File: config.mk
export PLATFORM = sky130hd
export DESIGN_NAME = day_number_to_date_top
export DESIGN_NICKNAME = d
export VERILOG_FILES = /design/src/hdl/dnd_pkg.sv /design/src/hdl/dnd_ctrl.sv /design/src/hdl/dnd_datapath.sv /design/src/hdl/day_number_to_date_top.sv
export SDC_FILE = /design/constraint.sdc
export NUM_CORES = 1
export LEC_CHECK = 0
export BUFFER_PORTS_ARGS = -buffer_cell sky130_fd_sc_hd__clkbuf_2
export CAP_MARGIN = 15
export CORE_ASPECT_RATIO = 1.2
export CORE_MARGIN = 5
export CORE_UTILIZATION = 35
export CTS_CLUSTER_SIZE = 20
export DETAILED_ROUTE_END_ITERATION = 6
export GPL_ROUTABILITY_DRIVEN = 0
export PLACE_DENSITY = 0.65
export SLEW_MARGIN = 20
export SYNTH_ARGS = -nofsm -noshare
export SYNTH_HDL_FRONTEND = slang
export SYNTH_SLANG_ARGS = --single-unit
File: constraint.sdc
create_clock -name clk -period 6.34 [get_ports clk]
set_input_delay 0.317 -clock clk [delete_from_list [all_inputs] [get_ports clk]]
set_output_delay 0.317 -clock clk [all_outputs]
set_load 0.03 [all_outputs]
File: src/hdl/dnd_pkg.sv
// Shared types and constants for the day number to date converter.
// No dependencies.
`timescale 1ns / 1ps

package dnd_pkg;

  localparam int unsigned COUNT_W   = 17;
  localparam int unsigned YOFF_W    = 8;
  localparam int unsigned REM_W     = 17;
  localparam int unsigned YEAR_W    = 12;
  localparam int unsigned MONTH_W   = 4;
  localparam int unsigned DAY_W     = 5;

  localparam logic [COUNT_W-1:0] MAX_COUNT  = 17'd73049;
  localparam logic [YEAR_W-1:0]  FIRST_YEAR = 12'd1900;
  localparam logic [8:0]         YEAR_LEN   = 9'd365;
  localparam logic [8:0]         LEAP_LEN   = 9'd366;
  localparam logic [MONTH_W-1:0] JAN        = 4'd1;
  localparam logic [MONTH_W-1:0] FEB        = 4'd2;
  localparam logic [MONTH_W-1:0] APR        = 4'd4;
  localparam logic [MONTH_W-1:0] JUN        = 4'd6;
  localparam logic [MONTH_W-1:0] SEP        = 4'd9;
  localparam logic [MONTH_W-1:0] NOV        = 4'd11;
  localparam logic [MONTH_W-1:0] DEC        = 4'd12;

  typedef struct packed {
    logic load;
    logic year_step;
    logic month_step;
  } dnd_cmd_t;

  typedef struct packed {
    logic year_done;
    logic month_done;
  } dnd_status_t;

  // Years run 1900..2099 only: leap when divisible by 4, except 1900.
  function automatic logic is_leap(input logic [YOFF_W-1:0] yoff);
    is_leap = (yoff[1:0] == 2'b00) && (yoff != '0);
  endfunction

  function automatic logic [DAY_W-1:0] month_len(input logic [MONTH_W-1:0] mo,
                                                 input logic leap);
    case (mo)
      APR, JUN, SEP, NOV: month_len = 5'd30;
      FEB:                month_len = leap ? 5'd29 : 5'd28;
      default:            month_len = 5'd31;
    endcase
  endfunction

endpackage

File: src/hdl/dnd_ctrl.sv
// Controller for the day number to date converter: sequences load, year
// and month subtraction, and the result strobe. Depends on dnd_pkg.
`timescale 1ns / 1ps

module dnd_ctrl (
  input  logic                 clk,
  input  logic                 rst,
  input  logic                 start,
  input  dnd_pkg::dnd_status_t status,
  output dnd_pkg::dnd_cmd_t    cmd,
  output logic                 busy,
  output logic                 done
);
  import dnd_pkg::*;

  typedef enum logic [3:0] {
    IDLE   = 4'b0001,
    YEARS  = 4'b0010,
    MONTHS = 4'b0100,
    FINISH = 4'b1000
  } state_t;

  state_t state, state_next;

  always_comb begin
    state_next     = state;
    cmd.load       = 1'b0;
    cmd.year_step  = 1'b0;
    cmd.month_step = 1'b0;
    case (state)
      IDLE: begin
        if (start) begin
          cmd.load   = 1'b1;
          state_next = YEARS;
        end
      end
      YEARS: begin
        if (status.year_done) begin
          state_next = MONTHS;
        end else begin
          cmd.year_step = 1'b1;
        end
      end
      MONTHS: begin
        if (status.month_done) begin
          state_next = FINISH;
        end else begin
          cmd.month_step = 1'b1;
        end
      end
      FINISH: state_next = IDLE;
      default: state_next = IDLE;
    endcase
  end

  always_ff @(posedge clk) begin
    if (rst) begin
      state <= IDLE;
    end else begin
      state <= state_next;
    end
  end

  assign busy = (state != IDLE);
  assign done = (state == FINISH);

endmodule

File: src/hdl/dnd_datapath.sv
// Datapath for the day number to date converter: remaining days, year
// offset and month registers with their subtract steps. Depends on dnd_pkg.
`timescale 1ns / 1ps

module dnd_datapath (
  input  logic                            clk,
  input  dnd_pkg::dnd_cmd_t               cmd,
  input  logic [dnd_pkg::COUNT_W-1:0]     day_count,
  output dnd_pkg::dnd_status_t            status,
  output logic [dnd_pkg::YEAR_W-1:0]      year_out,
  output logic [dnd_pkg::MONTH_W-1:0]     month_out,
  output logic [dnd_pkg::DAY_W-1:0]       day_out
);
  import dnd_pkg::*;

  logic [REM_W-1:0]   rem;
  logic [YOFF_W-1:0]  yoff;
  logic [MONTH_W-1:0] mo;
  logic               leap;
  logic [8:0]         ylen;
  logic [DAY_W-1:0]   mlen;
  logic [REM_W-1:0]   start_rem;

  assign leap = is_leap(yoff);
  assign ylen = leap ? LEAP_LEN : YEAR_LEN;
  assign mlen = month_len(mo, leap);

  always_comb begin
    if (day_count == '0) begin
      start_rem = '0;
    end else if (day_count > MAX_COUNT) begin
      start_rem = MAX_COUNT - 17'd1;
    end else begin
      start_rem = day_count - 17'd1;
    end
  end

  assign status.year_done  = (rem < {8'd0, ylen});
  assign status.month_done = (rem < {12'd0, mlen}) || (mo >= DEC);

  always_ff @(posedge clk) begin
    if (cmd.load) begin
      rem  <= start_rem;
      yoff <= '0;
      mo   <= JAN;
    end else if (cmd.year_step) begin
      rem  <= rem - {8'd0, ylen};
      yoff <= yoff + 8'd1;
    end else if (cmd.month_step) begin
      rem <= rem - {12'd0, mlen};
      mo  <= mo + 4'd1;
    end
  end

  assign year_out  = FIRST_YEAR + {4'd0, yoff};
  assign month_out = mo;
  assign day_out   = rem[DAY_W-1:0] + 5'd1;

endmodule

File: src/hdl/day_number_to_date_top.sv
// Converts a day count (1 = 1900-01-01) into a Gregorian year, month and day,
// saturated to 1900-01-01 .. 2099-12-31. After start is taken, the date is
// presented for one cycle with done high, once the year steps and then the
// month steps are through; one year or one month is subtracted per clock.
// busy is high from the accept edge until done
// ends; the receiver must take the result in the done cycle.
// Top level; depends on dnd_pkg, dnd_ctrl, dnd_datapath.
`timescale 1ns / 1ps

module day_number_to_date_top (
  input  logic                        clk,
  input  logic                        rst,
  input  logic                        start,
  input  logic [dnd_pkg::COUNT_W-1:0] day_count,
  output logic                        busy,
  output logic                        done,
  output logic [dnd_pkg::YEAR_W-1:0]  year_out,
  output logic [dnd_pkg::MONTH_W-1:0] month_out,
  output logic [dnd_pkg::DAY_W-1:0]   day_out
);
  import dnd_pkg::*;

  dnd_cmd_t    cmd;
  dnd_status_t status;

  dnd_ctrl u_ctrl (
    .clk    (clk),
    .rst    (rst),
    .start  (start),
    .status (status),
    .cmd    (cmd),
    .busy   (busy),
    .done   (done)
  );

  dnd_datapath u_datapath (
    .clk       (clk),
    .cmd       (cmd),
    .day_count (day_count),
    .status    (status),
    .year_out  (year_out),
    .month_out (month_out),
    .day_out   (day_out)
  );

`ifndef SYNTHESIS
  a_done_busy: assert property (@(posedge clk) disable iff (rst)
    done |-> busy) else $error("done without busy");

  a_done_pulse: assert property (@(posedge clk) disable iff (rst)
    done |=> !done) else $error("done longer than one cycle");

  a_accept_busy: assert property (@(posedge clk) disable iff (rst)
    (start && !busy) |=> (busy && !done)) else $error("item accepted but not busy");

  a_result_range: assert property (@(posedge clk) disable iff (rst)
    done |-> (month_out >= 4'd1 && month_out <= 4'd12 && day_out >= 5'd1
              && year_out >= 12'd1900 && year_out <= 12'd2099))
    else $error("result out of range");
`endif

endmodule

==> flow_summary.yaml, run 1 <==
sta:
  period_minus_slack_ps: 3880
  max_slew_margin: 0.470
  fin_skew_ps: 4.87
  hold_viol_final: 0
  fmax_mhz: 258
  final.period_utilization: 0.612
  holdWs_ps: 241
  setup_viol: 0
  rsz0062_at_grt: "false"
  setup_tns_ps: 0
  worst_pin_slew_ps: 788
  slew_viol_final: 0
logic_synthesis:
  yosys-mux-area-fraction: 0.0261
  yosysSeqAreaShare: 0.304
  yosys_warnings: 0
  synth-seq-cells: 33
  synth_nets: 369
  synth_compound_area_frac: 0.157
  synthSimpleGateAreaFrac: 0.262
  ys_types: 55
  synthArstFlopShare: 0
  synthXorXnorAreaFrac: 0.116
  netlist_instances: 332
  synth_top_family_by_area: "simple AND/OR/NAND/NOR gates"
  synthesis.area_um2: 2730
  synth_flop_cell: "edfxtp_1"
  syn_area_per_cell_um2: 8.22
  synth-edff-count: 17
  synth_fa_ha_area_frac: 0.0834
clock_network:
  clock_sinks: 33
  worstSkewPairLatency_ps: 290
  ctsHoldBuffers: 0
  post_cts.repair.setup_buffers: 0
  path_clk_slew_ps: 70
  cts_tree: "yes"
  htreeDepth: 2
  numCtsBuffers: 5
  cts_buffer_depth: 2
  root_buffer: "clkbuf_8"
  cts_resized: 0
route:
  first_pass_iters: 4
  vias_per_cell: 5.39
  postRouteAntennaNets: 0
  wl_per_cell_um: 14.2
  via_count: 2462
  drc: 0
  drtIter0Drc: 152
  routed_wl_um: 6470
floorplanning:
  start_util: 0.356
  core_um2: 7660
  die_h_um: 107
  die-area_um2: 9670
  io_pins: 43
  std_cell_rows: 35
  fp.dieW_um: 90.6
worst_hold_path:
  hold_class: "input port to register"
final_layout:
  drive_gt1_frac: 0.162
  antenna_cells: 0
  nets: 401
  area_delta_synth_final_pct: 12.9
power:
  p_leak_nw: 1.20
  irDropWorstVdd_mv: 0.106
  power_density_nw_per_um2: 201
setup_path:
  worstPathMaxFanout: 23
  critPathLaunchType: "register"
  worst_ep_required_time_ps: 6370
  crit_type: "register to register"
  crit_path_end_kind: "register"
  arrival_ps: 3910
place:
  dp_hpwl_um: 4930
  portBuffers: 42
flow_run:
  cap_violations: 0
grt:
  grt_overflow: 0
  grt_max_degree: 29
  grt_use_total: 0.140
  grt_pass1_vias: 2439
  antenna_found_initial: 0
  grt_pass1_wl_um: 11400
run_status:
  status: "finished clean"
power breakdown:
| group | internal [mW] | total (mW) | switching [mW] |
|---|---|---|---|
| clock network | 0.0861 | 0.166 | 0.0802 |
| registers | 0.252 | 0.280 | 0.0284 |
| logic | 0.0701 | 0.173 | 0.103 |
logic make-up after synthesis:
kind of cell,Yosys count
simple gates,139
xor+xnor,36
mux,7
compound gates,67
fa+ha+maj,17
buf+inv,33
flops,33
cell usage in the layout, fill, tap and decap left out, types with 6 or more instances in the layout:
| cell type | instances |
|---|---|
| o22ai_1 | 10 |
| nand2_1 | 29 |
| xor2_1 | 11 |
| clkbuf_2 | 42 |
| a21oi_1 | 19 |
| nand3_1 | 11 |
| nor3_1 | 13 |
| dfxtp_1 | 16 |
| or3_1 | 9 |
| xnor2_1 | 25 |
| inv_1 | 15 |
| mux2i_1 | 6 |
| o21ai_0 | 9 |
| ha_1 | 15 |
| edfxtp_1 | 17 |
| clkbuf_8 | 6 |
| nor2_1 | 36 |
synth_stat cells, types with 6 or more instances:
library cell,instances,area [um2]
dfxtp_1,16,320
xnor2_1,25,219
o21ai_0,9,45.0
ha_1,15,188
nor3_1,14,70.1
clkbuf_1,11,41.3
inv_1,15,56.3
or3_1,9,56.3
a21oi_1,19,95.1
mux2i_1,6,60.1
nor2_1,36,135
edfxtp_1,17,510
nand2_1,29,109
xor2_1,11,96.3
o22ai_1,10,62.6
nand3_1,11,55.1
critical path, cell delays in order (launching register included):
cell and delay (ps):
dfxtp_1 350, inv_1 120, ha_1 210, nand3b_1 100
o21ai_0 390, ha_1 310, nor2b_1 140, o311ai_0 560
a31o_2 590, mux2_2 410, nand3_1 80, or3b_1 350
through the flow:
stage	instance area [um2]	total power [mW]	utilization	setup WS, ps	cells
floorplan	2730	0.406	-	3000	332
finish	3080	0.619	0.402	2460	457
detailed placement	2980	0.456	0.389	2510	449
global route	3080	0.658	0.402	2110	457
CTS	3070	0.626	0.401	2480	457
global placement	2980	0.454	0.389	2680	449
flip-flops by register name (all words and copies together), names as in the netlist:
name and count:
u_datapath.rem 17, u_datapath.yoff 8, u_ctrl.state 4, u_datapath.month_out 4
metal layers:
layer  part of all wire  up-vias  track usage
li1                   -     1257            -
met1               0.45     1139        0.177
met2               0.49       62        0.239
met3              0.049        4       0.0288
met4             0.0082        0       0.0404
met5                  0        -            0
layout make-up:
class                           instances  area, um2
Clock buffer                            6       82.6
Sequential cell                        33        831
Tap cell                               92        115
Inverter                               15       56.3
Clock inverter                          2       8.76
Fill cell                             796       4580
Multi-Input combinational cell        266       1770
Timing Repair Buffer                   43        218
path summary, 6_finish.rpt:
kind              depth (start not counted)  slack [ps]               start                  to
hold reg to reg                           2         530  u_datapath.yoff[1]  u_datapath.yoff[1]
setup / recovery                         11        2460  u_datapath.yoff[2]   u_datapath.rem[3]
hold / removal                            2         240                 rst     u_ctrl.state[1]
setup reg to reg                         11        2460  u_datapath.yoff[2]   u_datapath.rem[3]
No activity file was read; power rests on OpenSTA's default activity.
==> inputs of run 2 (changes only) <==
clock period = 3.6 ns   (was 6.34 ns; I/O delays follow)
==> flow_summary.yaml, run 2 (synthesized netlist as in run 1, its figures left out) <==
final_layout:
  reg.largest.list: "u_datapath.rem (17), u_datapath.yoff (8)"
  antenna_cells: 0
  fin_area_um2: 3090
  largest_reg_flops: 17
  drive_gt1_frac: 0.163
  area_delta_synth_final_pct: 13.3
  regMostFlops: "u_datapath.rem"
  final_common_cell: "clkbuf_2"
  nets: 405
  final_cell_mix: "clkbuf_2, nor2_1, nand2_1"
sta:
  setup_viol: 0
  fmax_mhz: 308
  fin_skew_ps: 7.62
  holdWs_ps: 111
  hold_viol_final: 0
  worst_pin_slew_ps: 807
  slew_viol_final: 0
  setup_tns_ps: 0
  final.period_utilization: 0.901
  period_minus_slack_ps: 3240
  rsz0062_at_grt: "false"
  max_slew_margin: 0.459
route:
  wl_per_cell_um: 14.3
  first_pass_iters: 4
  drc: 0
  routed_wl_um: 6590
  drtIter0Drc: 162
  postRouteAntennaNets: 0
  via_count: 2477
  vias_per_cell: 5.37
setup_path:
  crit_type: "register to register"
  worst_ep_required_time_ps: 3630
  r2r_slack_ps: 360
  arrival_ps: 3270
  crit_path_end_kind: "register"
  critPathLaunchType: "register"
  worstPathMaxFanout: 4
place:
  dp_hpwl_um: 4940
  placed_cell_area_um2: 3010
  portBuffers: 42
power:
  irDropWorstVdd_mv: 0.205
  p_comb_frac: 0.284
  switchingPower_mw: 0.367
  total_power_mw: 1.07
  p_clk_frac: 0.256
  power_density_nw_per_um2: 347
  internal_power_mw: 0.705
  p_leak_nw: 1.21
  p_seq_frac: 0.459
  p_sw_frac: 0.342
clock_network:
  ctsHoldBuffers: 0
  htreeDepth: 2
  path_clk_slew_ps: 60
  root_buffer: "clkbuf_8"
  cts_buffer_depth: 2
  cts_tree: "yes"
  worstSkewPairLatency_ps: 290
  numCtsBuffers: 5
  clock_sinks: 33
grt:
  antenna_found_initial: 0
  grt_pass1_wl_um: 11200
  grt_use_total: 0.138
  grt_pass1_vias: 2407
  grt_overflow: 0
  grt_max_degree: 23
floorplanning:
  die-area_um2: 9670
  start_util: 0.356
  die_h_um: 107
  core_um2: 7660
  io_pins: 43
  fp.dieW_um: 90.6
  std_cell_rows: 35
run_status:
  status: "finished clean"
flow_run:
  cap_violations: 0
worst_hold_path:
  hold_class: "input port to register"
run 2: cell count changes in the layout (fill, tap and decap cells not counted), sizes merged:
cell	delta
clkinv	-2
clkbuf	+2
buf	+4
run 2: critical path: stages, from the launching register on:
cell and delay, ps:
dfxtp_1 330, inv_1 110, ha_1 220, nand3b_1 90
o21ai_1 310, nand2_1 100, a21oi_1 150, a21oi_1 60
ha_1 220, fa_1 420, nand4b_1 270, and2_1 240
nor2_1 200, or4_1 160, nand4b_1 90
run 2: final cells by class:
class | count | area, um2
clock buffers | 8 | 80.1
multi-input cells | 266 | 1760
well taps | 92 | 115
repair buffers | 47 | 248
fillers | 798 | 4570
inverters | 15 | 56.3
flip-flops and latches | 33 | 831
run 2: worst paths after layout:
path	startpoint	end	depth (start not counted)
worst max-delay path	u_datapath.yoff[2]	u_datapath.rem[12]	14
worst min-delay path	rst	u_ctrl.state[1]	2
worst min register to register	u_datapath.yoff[1]	u_datapath.yoff[1]	2
worst max register to register	u_datapath.yoff[2]	u_datapath.rem[12]	14
run 2: through the flow:
| stage | cells | setup slack [ps] | util |
|---|---|---|---|
| global placement | 453 | 228 | 0.393 |
| finish | 461 | 357 | 0.404 |
| global route | 461 | 117 | 0.404 |
| floorplan | 332 | 260 | - |
| CTS | 461 | 35.9 | 0.404 |
| detailed placement | 453 | 67.4 | 0.393 |
run 2: routing by layer:
layer | global-route usage | share of wire
met4 | 0.0426 | 0.011
met5 | 0 | 0
met2 | 0.240 | 0.48
met1 | 0.168 | 0.45
met3 | 0.0330 | 0.051
run 2: timing repair:
| action | in CTS | in global routing |
|---|---|---|
| setup endpoints to repair | 0 | 28 |
| setup buffers | 0 | 0 |
| gates resized for setup | 0 | 2 |
run 2: power by group through the flow:
stage / Combinational, mW / Sequential, mW / Clock [mW]
2_1_floorplan: 0.244 / 0.471 / 0
3_3_place_gp: 0.300 / 0.498 / 0
3_5_place_dp: 0.303 / 0.500 / 0
4_1_cts: 0.306 / 0.492 / 0.279
5_1_grt: 0.340 / 0.500 / 0.297
6_report: 0.305 / 0.493 / 0.275
